## config.mk

```make
export PLATFORM = sky130hd
export DESIGN_NAME = ima_adpcm_dac_decoder_core
export DESIGN_NICKNAME = d
export VERILOG_FILES = /design/src/hdl/imadac_pkg.sv /design/src/hdl/ima_adpcm_dac_decoder_core.sv /design/src/hdl/imadac_predictor.sv /design/src/hdl/imadac_scaler.sv
export SDC_FILE = /design/constraint.sdc
export NUM_CORES = 1
export LEC_CHECK = 0
export ABC_AREA = 0
export CORE_ASPECT_RATIO = 1.5
export CORE_MARGIN = 1.5
export CORE_UTILIZATION = 57
export CTS_CLUSTER_DIAMETER = 50
export DETAILED_ROUTE_END_ITERATION = 16
export DONT_BUFFER_PORTS = 1
export MAX_ROUTING_LAYER = met4
export PLACE_DENSITY = 0.81
export SLEW_MARGIN = 15
export SYNTH_ARGS = -nofsm -noshare
export SYNTH_HDL_FRONTEND = slang
export SYNTH_HIERARCHICAL = 1
export SYNTH_SLANG_ARGS = --single-unit
```

## constraint.sdc

```tcl
create_clock -name clk -period 17.27 [get_ports clk]
set_input_delay 0.8635 -clock clk [delete_from_list [all_inputs] [get_ports clk]]
set_output_delay 0.8635 -clock clk [all_outputs]
set_load 0.02 [all_outputs]
```

## src/hdl/imadac_pkg.sv

```systemverilog
`default_nettype none

package imadac_pkg;

  // Item commands.
  typedef enum logic {
    CMD_DECODE = 1'b0,
    CMD_LOAD   = 1'b1
  } command_t;

  // Configuration register indexes.
  typedef enum logic {
    REG_VOLUME_GAIN  = 1'b0,
    REG_DAC_MIDPOINT = 1'b1
  } cfg_reg_t;

  // Input request: one ADPCM code or a predictor/index load.
  typedef struct packed {
    command_t           command;
    logic [3:0]         code_nibble;
    logic signed [15:0] start_predictor;
    logic [6:0]         start_step_index;
  } in_req_t;

  // Output request: decoded sample and its DAC code.
  typedef struct packed {
    logic signed [15:0] pcm_sample;
    logic [11:0]        dac_code;
  } out_req_t;

  // Decoder state carried from one code to the next.
  typedef struct packed {
    logic signed [15:0] predictor;
    logic [6:0]         step_index;
  } dec_state_t;

  localparam int CFG_DATA_W = 12;

  localparam logic [6:0]         STEP_INDEX_MAX  = 7'd88;
  localparam logic signed [15:0] PREDICTOR_RESET = -16'sd131;
  localparam logic [7:0]         VOLUME_RESET    = 8'd1;
  localparam logic [11:0]        MIDPOINT_RESET  = 12'd2048;
  localparam logic [11:0]        DAC_MAX         = 12'd4095;
  localparam logic signed [15:0] PCM_MIN         = -16'sd32768;
  localparam logic signed [15:0] PCM_MAX         = 16'sd32767;

  // Division by 200 is a shift by 3 followed by an exact reciprocal
  // multiply for division by 25, valid for dividends below 2**21.
  localparam int          DIV_PRE_SHIFT = 3;
  localparam int          DIV25_SHIFT   = 26;
  localparam logic [21:0] DIV25_RECIP   = 22'd2684355;

  // Standard IMA step size table.
  function automatic logic [14:0] step_size(input logic [6:0] idx);
    logic [14:0] s;
    unique case (idx)
      7'd0:  s = 15'd7;     7'd1:  s = 15'd8;     7'd2:  s = 15'd9;
      7'd3:  s = 15'd10;    7'd4:  s = 15'd11;    7'd5:  s = 15'd12;
      7'd6:  s = 15'd13;    7'd7:  s = 15'd14;    7'd8:  s = 15'd16;
      7'd9:  s = 15'd17;    7'd10: s = 15'd19;    7'd11: s = 15'd21;
      7'd12: s = 15'd23;    7'd13: s = 15'd25;    7'd14: s = 15'd28;
      7'd15: s = 15'd31;    7'd16: s = 15'd34;    7'd17: s = 15'd37;
      7'd18: s = 15'd41;    7'd19: s = 15'd45;    7'd20: s = 15'd50;
      7'd21: s = 15'd55;    7'd22: s = 15'd60;    7'd23: s = 15'd66;
      7'd24: s = 15'd73;    7'd25: s = 15'd80;    7'd26: s = 15'd88;
      7'd27: s = 15'd97;    7'd28: s = 15'd107;   7'd29: s = 15'd118;
      7'd30: s = 15'd130;   7'd31: s = 15'd143;   7'd32: s = 15'd157;
      7'd33: s = 15'd173;   7'd34: s = 15'd190;   7'd35: s = 15'd209;
      7'd36: s = 15'd230;   7'd37: s = 15'd253;   7'd38: s = 15'd279;
      7'd39: s = 15'd307;   7'd40: s = 15'd337;   7'd41: s = 15'd371;
      7'd42: s = 15'd408;   7'd43: s = 15'd449;   7'd44: s = 15'd494;
      7'd45: s = 15'd544;   7'd46: s = 15'd598;   7'd47: s = 15'd658;
      7'd48: s = 15'd724;   7'd49: s = 15'd796;   7'd50: s = 15'd876;
      7'd51: s = 15'd963;   7'd52: s = 15'd1060;  7'd53: s = 15'd1166;
      7'd54: s = 15'd1282;  7'd55: s = 15'd1411;  7'd56: s = 15'd1552;
      7'd57: s = 15'd1707;  7'd58: s = 15'd1878;  7'd59: s = 15'd2066;
      7'd60: s = 15'd2272;  7'd61: s = 15'd2499;  7'd62: s = 15'd2749;
      7'd63: s = 15'd3024;  7'd64: s = 15'd3327;  7'd65: s = 15'd3660;
      7'd66: s = 15'd4026;  7'd67: s = 15'd4428;  7'd68: s = 15'd4871;
      7'd69: s = 15'd5358;  7'd70: s = 15'd5894;  7'd71: s = 15'd6484;
      7'd72: s = 15'd7132;  7'd73: s = 15'd7845;  7'd74: s = 15'd8630;
      7'd75: s = 15'd9493;  7'd76: s = 15'd10442; 7'd77: s = 15'd11487;
      7'd78: s = 15'd12635; 7'd79: s = 15'd13899; 7'd80: s = 15'd15289;
      7'd81: s = 15'd16818; 7'd82: s = 15'd18500; 7'd83: s = 15'd20350;
      7'd84: s = 15'd22385; 7'd85: s = 15'd24623; 7'd86: s = 15'd27086;
      7'd87: s = 15'd29794;
      default: s = 15'd32767;
    endcase
    return s;
  endfunction

  // Standard IMA index adjustment, selected by the magnitude bits.
  function automatic logic signed [4:0] index_adjust(input logic [2:0] mag);
    logic signed [4:0] a;
    unique case (mag)
      3'd4:    a = 5'sd2;
      3'd5:    a = 5'sd4;
      3'd6:    a = 5'sd6;
      3'd7:    a = 5'sd8;
      default: a = -5'sd1;
    endcase
    return a;
  endfunction

endpackage

`default_nettype wire

```

## src/hdl/ima_adpcm_dac_decoder_core.sv

```systemverilog
`default_nettype none

// IMA ADPCM decoder feeding a 12-bit DAC.
//
// Input channel (in_valid / in_stall / in_data): one request per code. A
// decode request gives one result; a load request sets the predictor and
// step index and gives no result. Output channel (out_valid / out_stall /
// out_data): the clamped 16-bit sample and its 12-bit DAC code.
// A request is taken at a clock edge with valid high and stall low.
// Throughput is one request per cycle while in_stall is low, the predictor
// and step index being updated in the first stage as each request retires.
// A decode result goes from the input register through predictor update and
// gain multiply, reciprocal divide and DAC mapping into the output register.
// When the receiver stalls, the result holds and the pipeline keeps
// filling its empty stages; once all are full, in_stall rises.
// Configuration (cfg_we / cfg_index / cfg_data) writes volume_gain or
// dac_midpoint; the user writes it while the block is idle, not enforced.
// Synchronous reset empties the pipeline and sets predictor -131,
// step index 0, volume_gain 1 and dac_midpoint 2048.
module ima_adpcm_dac_decoder_core (
  input  wire                                 clk,
  input  wire                                 rst,
  input  wire                                 in_valid,
  output logic                                in_stall,
  input  wire imadac_pkg::in_req_t            in_data,
  output logic                                out_valid,
  input  wire                                 out_stall,
  output imadac_pkg::out_req_t                out_data,
  input  wire                                 cfg_we,
  input  wire imadac_pkg::cfg_reg_t           cfg_index,
  input  wire [imadac_pkg::CFG_DATA_W-1:0]    cfg_data
);

  logic [7:0]              volume_gain;
  logic [11:0]             dac_midpoint;
  imadac_pkg::dec_state_t  state;
  imadac_pkg::dec_state_t  state_decode;
  imadac_pkg::dec_state_t  state_next;
  imadac_pkg::in_req_t     req;
  logic                    req_valid;
  logic                    req_load;
  logic                    req_retire;
  logic                    take_req;
  logic                    sc_stall;
  logic [6:0]              load_index;

  // Configuration registers.
  always_ff @(posedge clk) begin
    if (rst) begin
      volume_gain  <= imadac_pkg::VOLUME_RESET;
      dac_midpoint <= imadac_pkg::MIDPOINT_RESET;
    end else if (cfg_we) begin
      unique case (cfg_index)
        imadac_pkg::REG_VOLUME_GAIN:  volume_gain  <= cfg_data[7:0];
        imadac_pkg::REG_DAC_MIDPOINT: dac_midpoint <= cfg_data[11:0];
      endcase
    end
  end

  // Input register handshake: a load retires at once, a decode waits
  // for the scaling pipeline.
  always_comb begin
    req_load   = (req.command == imadac_pkg::CMD_LOAD);
    req_retire = req_valid && (req_load || !sc_stall);
    take_req   = !req_valid || req_retire;
    in_stall   = !take_req;
  end

  always_ff @(posedge clk) begin
    if (rst) begin
      req_valid <= 1'b0;
    end else if (take_req) begin
      req_valid <= in_valid;
    end
  end

  always_ff @(posedge clk) begin
    if (take_req) begin
      req <= in_data;
    end
  end

  imadac_predictor u_predictor (
    .cur         (state),
    .code_nibble (req.code_nibble),
    .nxt         (state_decode)
  );

  // Next decoder state for a load or a decode.
  always_comb begin
    if (req.start_step_index > imadac_pkg::STEP_INDEX_MAX) begin
      load_index = imadac_pkg::STEP_INDEX_MAX;
    end else begin
      load_index = req.start_step_index;
    end
    if (req_load) begin
      state_next.predictor  = req.start_predictor;
      state_next.step_index = load_index;
    end else begin
      state_next = state_decode;
    end
  end

  always_ff @(posedge clk) begin
    if (rst) begin
      state.predictor  <= imadac_pkg::PREDICTOR_RESET;
      state.step_index <= '0;
    end else if (req_retire) begin
      state <= state_next;
    end
  end

  imadac_scaler u_scaler (
    .clk          (clk),
    .rst          (rst),
    .s_valid      (req_valid && !req_load),
    .s_stall      (sc_stall),
    .s_pcm        (state_decode.predictor),
    .volume_gain  (volume_gain),
    .dac_midpoint (dac_midpoint),
    .out_valid    (out_valid),
    .out_stall    (out_stall),
    .out_data     (out_data)
  );

`ifndef ASSERT_OFF
  // The step index never leaves the table.
  assert property (@(posedge clk) disable iff (rst)
    state.step_index <= imadac_pkg::STEP_INDEX_MAX)
    else $error("step index out of range");

  // A retired load leaves its start predictor in the state.
  assert property (@(posedge clk) disable iff (rst)
    (req_retire && req_load) |=> (state.predictor == $past(req.start_predictor)))
    else $error("load did not set the predictor");

  // A decode waiting on the scaler does not touch the state.
  assert property (@(posedge clk) disable iff (rst)
    (req_valid && !req_load && sc_stall) |=> $stable(state))
    else $error("stalled decode changed the state");
`endif

endmodule

`default_nettype wire

```

## src/hdl/imadac_predictor.sv

```systemverilog
`default_nettype none

// One IMA ADPCM decode step: next predictor and step index from one code.
module imadac_predictor (
  input  wire imadac_pkg::dec_state_t cur,
  input  wire logic [3:0]             code_nibble,
  output imadac_pkg::dec_state_t      nxt
);

  logic [14:0]        step;
  logic [15:0]        diff;
  logic signed [17:0] pred_sum;
  logic signed [8:0]  idx_sum;
  logic signed [4:0]  adj;
  logic signed [15:0] pred_next;
  logic [6:0]         idx_next;

  // Difference built from the step and the magnitude bits.
  always_comb begin
    step = imadac_pkg::step_size(cur.step_index);
    diff = 16'(step >> 3);
    if (code_nibble[0]) begin
      diff = diff + 16'(step >> 2);
    end
    if (code_nibble[1]) begin
      diff = diff + 16'(step >> 1);
    end
    if (code_nibble[2]) begin
      diff = diff + 16'(step);
    end
  end

  // Predictor update with clamping to the 16-bit sample range.
  always_comb begin
    if (code_nibble[3]) begin
      pred_sum = {{2{cur.predictor[15]}}, cur.predictor} - {2'b00, diff};
    end else begin
      pred_sum = {{2{cur.predictor[15]}}, cur.predictor} + {2'b00, diff};
    end
    if (pred_sum[17:15] == 3'b000 || pred_sum[17:15] == 3'b111) begin
      pred_next = pred_sum[15:0];
    end else if (pred_sum[17]) begin
      pred_next = imadac_pkg::PCM_MIN;
    end else begin
      pred_next = imadac_pkg::PCM_MAX;
    end
  end

  // Step index update with clamping to the table range.
  always_comb begin
    adj     = imadac_pkg::index_adjust(code_nibble[2:0]);
    idx_sum = $signed({2'b00, cur.step_index}) + $signed({{4{adj[4]}}, adj});
    if (idx_sum[8]) begin
      idx_next = '0;
    end else if (idx_sum[7:0] > {1'b0, imadac_pkg::STEP_INDEX_MAX}) begin
      idx_next = imadac_pkg::STEP_INDEX_MAX;
    end else begin
      idx_next = idx_sum[6:0];
    end
  end

  assign nxt = '{predictor: pred_next, step_index: idx_next};

endmodule

`default_nettype wire

```

## src/hdl/imadac_scaler.sv

```systemverilog
`default_nettype none

// Volume scaling and DAC mapping pipeline: multiply, divide by 200,
// shift, offset and saturate. Two stages plus the output register.
module imadac_scaler (
  input  wire                         clk,
  input  wire                         rst,
  input  wire                         s_valid,
  output logic                        s_stall,
  input  wire logic signed [15:0]     s_pcm,
  input  wire logic [7:0]             volume_gain,
  input  wire logic [11:0]            dac_midpoint,
  output logic                        out_valid,
  input  wire                         out_stall,
  output imadac_pkg::out_req_t        out_data
);

  localparam int MAG_W  = 24;
  localparam int X_W    = MAG_W - imadac_pkg::DIV_PRE_SHIFT;
  localparam int PROD_W = X_W + 22;

  // Stage valids and load enables.
  logic v_mul, v_div;
  logic take_out, take_div, take_mul;

  // Multiply stage.
  logic [15:0]        abs_pcm;
  logic [MAG_W-1:0]   mag;
  logic [MAG_W-1:0]   mag_r;
  logic               mul_neg;
  logic signed [15:0] mul_pcm;

  // Divide stage.
  logic [PROD_W-1:0]  div_prod;
  logic [15:0]        quot;
  logic [15:0]        quot_r;
  logic               div_neg;
  logic signed [15:0] div_pcm;

  // Mapping into the output register.
  logic signed [16:0] scaled;
  logic signed [16:0] shifted;
  logic signed [17:0] dac_sum;
  logic [11:0]        dac_sat;

  // Each register loads when empty or when its contents move on.
  always_comb begin
    take_out = !out_valid || !out_stall;
    take_div = !v_div || take_out;
    take_mul = !v_mul || take_div;
    s_stall  = !take_mul;
  end

  // Magnitude of the sample times the gain.
  always_comb begin
    abs_pcm = s_pcm[15] ? 16'(-s_pcm) : 16'(s_pcm);
    mag     = abs_pcm * volume_gain;
  end

  // Division by 200 through the exact reciprocal of 25.
  always_comb begin
    div_prod = {{(PROD_W-X_W){1'b0}}, mag_r[MAG_W-1:imadac_pkg::DIV_PRE_SHIFT]} *
               {{(PROD_W-22){1'b0}}, imadac_pkg::DIV25_RECIP};
    quot     = div_prod[imadac_pkg::DIV25_SHIFT +: 16];
  end

  // Restore the sign (truncation toward zero), floor shift, offset, saturate.
  always_comb begin
    scaled  = div_neg ? -$signed({1'b0, quot_r}) : $signed({1'b0, quot_r});
    shifted = scaled >>> 4;
    dac_sum = $signed({6'b0, dac_midpoint}) + $signed({shifted[16], shifted});
    if (dac_sum[17]) begin
      dac_sat = '0;
    end else if (dac_sum[16:12] != 5'b0) begin
      dac_sat = imadac_pkg::DAC_MAX;
    end else begin
      dac_sat = dac_sum[11:0];
    end
  end

  // Valid flags.
  always_ff @(posedge clk) begin
    if (rst) begin
      v_mul     <= 1'b0;
      v_div     <= 1'b0;
      out_valid <= 1'b0;
    end else begin
      if (take_mul) begin
        v_mul <= s_valid;
      end
      if (take_div) begin
        v_div <= v_mul;
      end
      if (take_out) begin
        out_valid <= v_div;
      end
    end
  end

  // Payload registers.
  always_ff @(posedge clk) begin
    if (take_mul) begin
      mag_r   <= mag;
      mul_neg <= s_pcm[15];
      mul_pcm <= s_pcm;
    end
    if (take_div) begin
      quot_r  <= quot;
      div_neg <= mul_neg;
      div_pcm <= mul_pcm;
    end
    if (take_out) begin
      out_data.pcm_sample <= div_pcm;
      out_data.dac_code   <= dac_sat;
    end
  end

`ifndef ASSERT_OFF
  // A full pipeline behind a stalled output pushes back on the input.
  assert property (@(posedge clk) disable iff (rst)
    (out_valid && out_stall && v_mul && v_div) |-> s_stall)
    else $error("scaler accepted a request while full");

  // The output drains when it is taken and nothing follows it.
  assert property (@(posedge clk) disable iff (rst)
    (out_valid && !out_stall && !v_div) |=> !out_valid)
    else $error("scaler output repeated a request");
`endif

endmodule

`default_nettype wire
```

# After elaboration in Yosys (flattened, before gate mapping)
# Memory sizes are Yosys's and may differ from the RTL's. A register that Yosys moved wholly into a read port is not among the register bits.
# Index checks and enable logic that the tools add are counted.
[word_totals]
elab_cells = 75
mem_count = 1
input_bits = 46
romBits = 1920
reg_bits = 177
[classes]
n_bitwise = 1
muxes = 16
add_sub_neg = 9
mul = 2
reduce_logical = 19
order_cmp = 2
n_eq_ne = 5
[memory_table]
columns = ["name", "words", "word_bits", "read_ports", "rd_ports_with_merged_regs", "wr", "line", "source"]
rows = [
  ["(no name shown)", 128, 15, 1, 1, 0, "imadac_pkg.sv:56", "unique case (idx)"],
]
[op_table]
columns = ["operator", "n"]
rows = [
  ["2-to-1 mux 16 bit", 6],
  ["multiplier 21 x 22 -> 42 bit, second input constant", 1],
  ["2-to-1 mux 7 bit", 5],
  ["multiplier 16 x 8 -> 24 bit", 1],
  ["2-to-1 mux 23 bit", 1],
  ["case mux 5 bit (4 select lines)", 1],
  ["adder 16 x 17 -> 18 bit", 1],
  ["2-to-1 mux 18 bit", 1],
  ["subtractor 16 x 17 -> 18 bit", 1],
  ["2-to-1 mux 17 bit", 1],
  ["negation 16 -> 17 bit", 1],
  ["adder 16 x 14 -> 16 bit", 1],
  ["adder 16 x 15 -> 16 bit", 1],
  ["negation 16 bit", 1],
  ["== test 3 bit, second input constant", 5],
  ["adder 12 x 13 -> 14 bit", 1],
  ["adder 13 x 13 -> 14 bit", 1],
  ["2-to-1 mux 12 bit", 1],
  ["adder 8 x 5 -> 9 bit", 1],
  ["greater-than comparator 8 x 7 -> 1 bit, second input constant", 1],
  ["greater-than comparator 7 bit, second input constant", 1],
  ["logical NOT 1 bit", 7],
  ["logical OR 1 bit", 6],
  ["nonzero test 5 bit", 1],
  ["4 further kinds", 6],
]

# Logic depth before layout (Yosys ltp)
[logic_depth]
depth_word = 14
depth_mapped = 77
mapped_depth_nobuf = 72

# By module
# Netlist, hierarchy kept.
[by_module_without_submodules]
columns = ["mod", "n_inst", "seq_area_each_um2", "area_per_inst_um2", "cells_each"]
rows = [
  ["imadac_scaler", 1, 2972.9, 15528.6, 1487],
  ["imadac_predictor", 1, 0.0, 6318.6, 924],
  ["ima_adpcm_dac_decoder_core", 1, 1721.7, 2743.9, 247],
]

# Least setup slack after synthesis
# OpenSTA, ideal clock, no wires.
[synth_timing]
kind = "flip-flop to flip-flop"
startpoint = "reg, netlist name state[0]"
endpoint = "reg u_scaler.mag_r[23] (data pin)"
setup_ps = 259
n_path_buf = 4
t_arrival_ps = 15121
synth_period_minus_slack_ps = 15380
setup_slack_ps = 1890
stages_incl_launch_ff = 68
cell_sequence = "dfxtp_1 buf_2 clkbuf_1 inv_1 ha_1 clkbuf_1 mux2i_1 o32ai_1 a221oi_1 a32oi_1 ha_1 a21o_1 a21oi_1 a21oi_1 o21a_1 o31ai_1 ha_1 a2111oi_0 (+32 left out) nand2_1 xor2_1 nand2_1 fa_1 inv_1 fa_1 fa_1 fa_1 ha_1 a21o_1 a21o_1 a211oi_1 nand2b_1 a21oi_1 or3_1 a21oi_1 o2bb2ai_1 xnor2_1"
[synth_rtl]
columns = ["element", "line", "source"]
rows = [
  ["to (signal assigned)", "imadac_scaler.sv:103", "mag_r <= mag;"],
  ["to (decl)", "imadac_scaler.sv:29", "logic [MAG_W-1:0] mag_r;"],
]

==> reports/qor.txt <==
First-pass GRT wire length: 109,000 um
Slowest cell delay on critical path: 570 ps
Largest net degree at the start of global routing: 52
Xor/xnor share of the synthesized area: 4.52%
EDFF count, synth: 125
Syn Area/Cell: 9.25 um2
Hold wc startpoint: u_scaler/div_pcm[4]
Routability congestion estimate from global placement: 1.03
Mux contribution to synthesized area: 1.50%
Most frequent cells in the layout: inv_1, ha_1, fa_1
Drt drc: 0
Post-synthesis compound-gate area fraction: 15.7%
Seq/Total Area, Yosys: 19.1%
Crit path required time: 17,480 ps
CTS sink cnt: 172
Critical Path Fanout Max: 13
Final #Nets: 3,269
Clk_lat worst skew: 470 ps
GR Util All Layers: 32.5%
Final HPWL DP: 56,900 um
Overflow after GRT: 0
Root Driver: clkbuf_16
Maximum clock frequency: 0.0615 GHz
ANT nets after route: 0
DR iter-0 viols: 1,110
Cts bufs inserted: 17
Setup crit end kind: register
Reg2reg path depth: 60
Synth top area share: 19.9%
Routed vias/inst: 6.09
Core ar.: 0.0427 mm2
Slew HR: 26.2%
H-tree Lvls: 4
Die Y: 257 um
FF-to-FF setup slack: 1000 ps
Unique masters post-synth: 107
Critical path class: reg -> reg
Adder and majority cell fraction of the synthesized area: 37.1%
Final Skew: 21.6 ps
Outcome: completed
CTS tree: built
Min cycle time layout: 16,270 ps
#FFs+latches synth: 172
Die width: 173 um
Synth Instances: 2,658
Largest family of logic cells by synthesized area: adder cells
# port buffers: 0
Layout cell share with drive strength beyond 1: 6.75%
WHS Endpoint: u_scaler/out_data[16]
Wire per inst: 21.5 um
Tcrit/Tclk final: 94.2%
Detailed-router iteration count before antenna repair: 5
Startpoint types: register
Critical Path Slowest Stage Cell: a2111oi_1
Synth Net Count: 3,287
Clk buf depth: 2
Setup violations, final: 0
Most common cell after layout, fill and taps aside: inv_1
Worst-path clk slew: 80 ps
Initial Util: 57.6%
Core Rows: 93
Setup TNS Final: 0 ps
Count of hold-fix buffers inserted at cts: 0
RSZ-0062 raised after global routing: false
Via count: 19,679
Fin. Hold Viols: 0
Final Max Slew Viols: 0
Area share of and/or/nand/nor cells after synthesis: 14.1%
Hold Path Stages: 0
I/O pin total: 76
Area Growth Syn to Fin: 5.97%
Critical path arrival: 16,480 ps
Critical R2R Capture: u_scaler/mag_r[23]
Cell Area, Synth: 0.0246 mm2
Vias in the first global route: 21,004
Largest area contributor in the netlist: fa_1
Reg2reg start: state[1]
Max Cap Violations: 0
Yosys warns: 6
Worst-Margin Slew: 1110 ps
Final WL: 69,400 um
Initial antenna violation count: 7
Async S/R FF share, synth: 0%
Die ar.: 0.0444 mm2
Hold crit path type: reg -> reg
Synth Flop Type: edfxtp_1
Top area cells in the synthesized netlist: fa_1, ha_1, edfxtp_1, inv_1, dfxtp_1
## final cells by class
cell class	instances	area, um2
clock inverters	15	213
diodes	7	17.5
multi-input cells	1990	18100
inverters	410	1540
flip-flops and latches	172	4700
repair buffers	49	368
well taps	570	713
fillers	3580	16600
clock buffers	17	425
## state kept, by name, indices dropped and copies added (netlist names)
register,count
u_scaler/out_data,28
req,27
state,23
u_scaler/mag_r,21
u_scaler/quot_r,16
u_scaler/div_pcm,15
u_scaler/mul_pcm,15
dac_midpoint,12
volume_gain,8
req_load,1
req_valid,1
u_scaler/div_neg,1
u_scaler/mul_neg,1
u_scaler/out_valid,1
u_scaler/v_div,1
u_scaler/v_mul,1
## cells by family after synthesis
kind of cell / Yosys count
muxes: 36
DFF: 172
xor gates and xnor gates: 127
AOI/OAI and AO/OA: 568
adders and majority gates: 583
buffers and inverters: 496
and+or+nand+nor: 676
## per-layer routing
layer / GRT usage, % / wire, um
met2: 60.0 / 36900
met5: - / 0
met1: 31.0 / 23900
met4: 23.6 / 5570
met3: 3.96 / 3070
## timing repair
action | CTS | global route
setup buffers | 0 | 3
endpoints found under the hold margin | 0 | 0
setup endpoints to repair | 0 | 15
resized for setup | 0 | 34
## synthesized netlist by cell type, drive strengths merged (24+ instances only)
library cell / number
and2: 42
buf: 42
nor2: 133
ha: 338
a211oi: 24
clkbuf: 44
nor3: 40
nor2b: 78
edfxtp: 125
nand2b: 62
xor2: 48
o21ai: 110
fa: 245
mux2i: 32
dfxtp: 47
a21o: 33
inv: 408
nand2: 199
nand3: 24
a21oi: 168
xnor2: 79
## through the flow
stage | instances | setup WS (ps) | hold slack (ps) | area (um2) | util [%]
CTS | 3220 | 217 | 418 | 25900 | 60.6
global placement | 3188 | 816 | 402 | 25200 | 59.1
finish | 3230 | 1000 | 416 | 26100 | 61.0
detailed placement | 3188 | 276 | 405 | 25200 | 59.1
floorplan | 2658 | 1890 | 400 | 24600 | -
global route | 3230 | 28.9 | 425 | 26100 | 61.0
## critical path, delay by kind of cell (launching register included)
family,cells,cell delay (ps)
compound gates,25,6350
flops,1,320
fa+ha+maj,10,4080
buf+inv,5,810
xor+xnor,5,850
simple gates,15,3560
## worst max path at each step
stage | start | endpoint | slack (ps) | cells after the start
3_3_place_gp | state[2] | u_scaler/mag_r[23] | 820 | 60
6_report | state[1] | u_scaler/mag_r[23] | 1000 | 60
4_1_cts | state[1] | u_scaler/mag_r[23] | 220 | 60
3_5_place_dp | state[1] | u_scaler/mag_r[23] | 280 | 60
2_1_floorplan | state[0] | u_scaler/mag_r[23] | 1890 | 67
5_1_grt | state[1] | u_scaler/mag_r[23] | 30 | 66
Power is not shown: default switching activity piles up to over one toggle a cycle in this logic, so the estimate is an artifact.
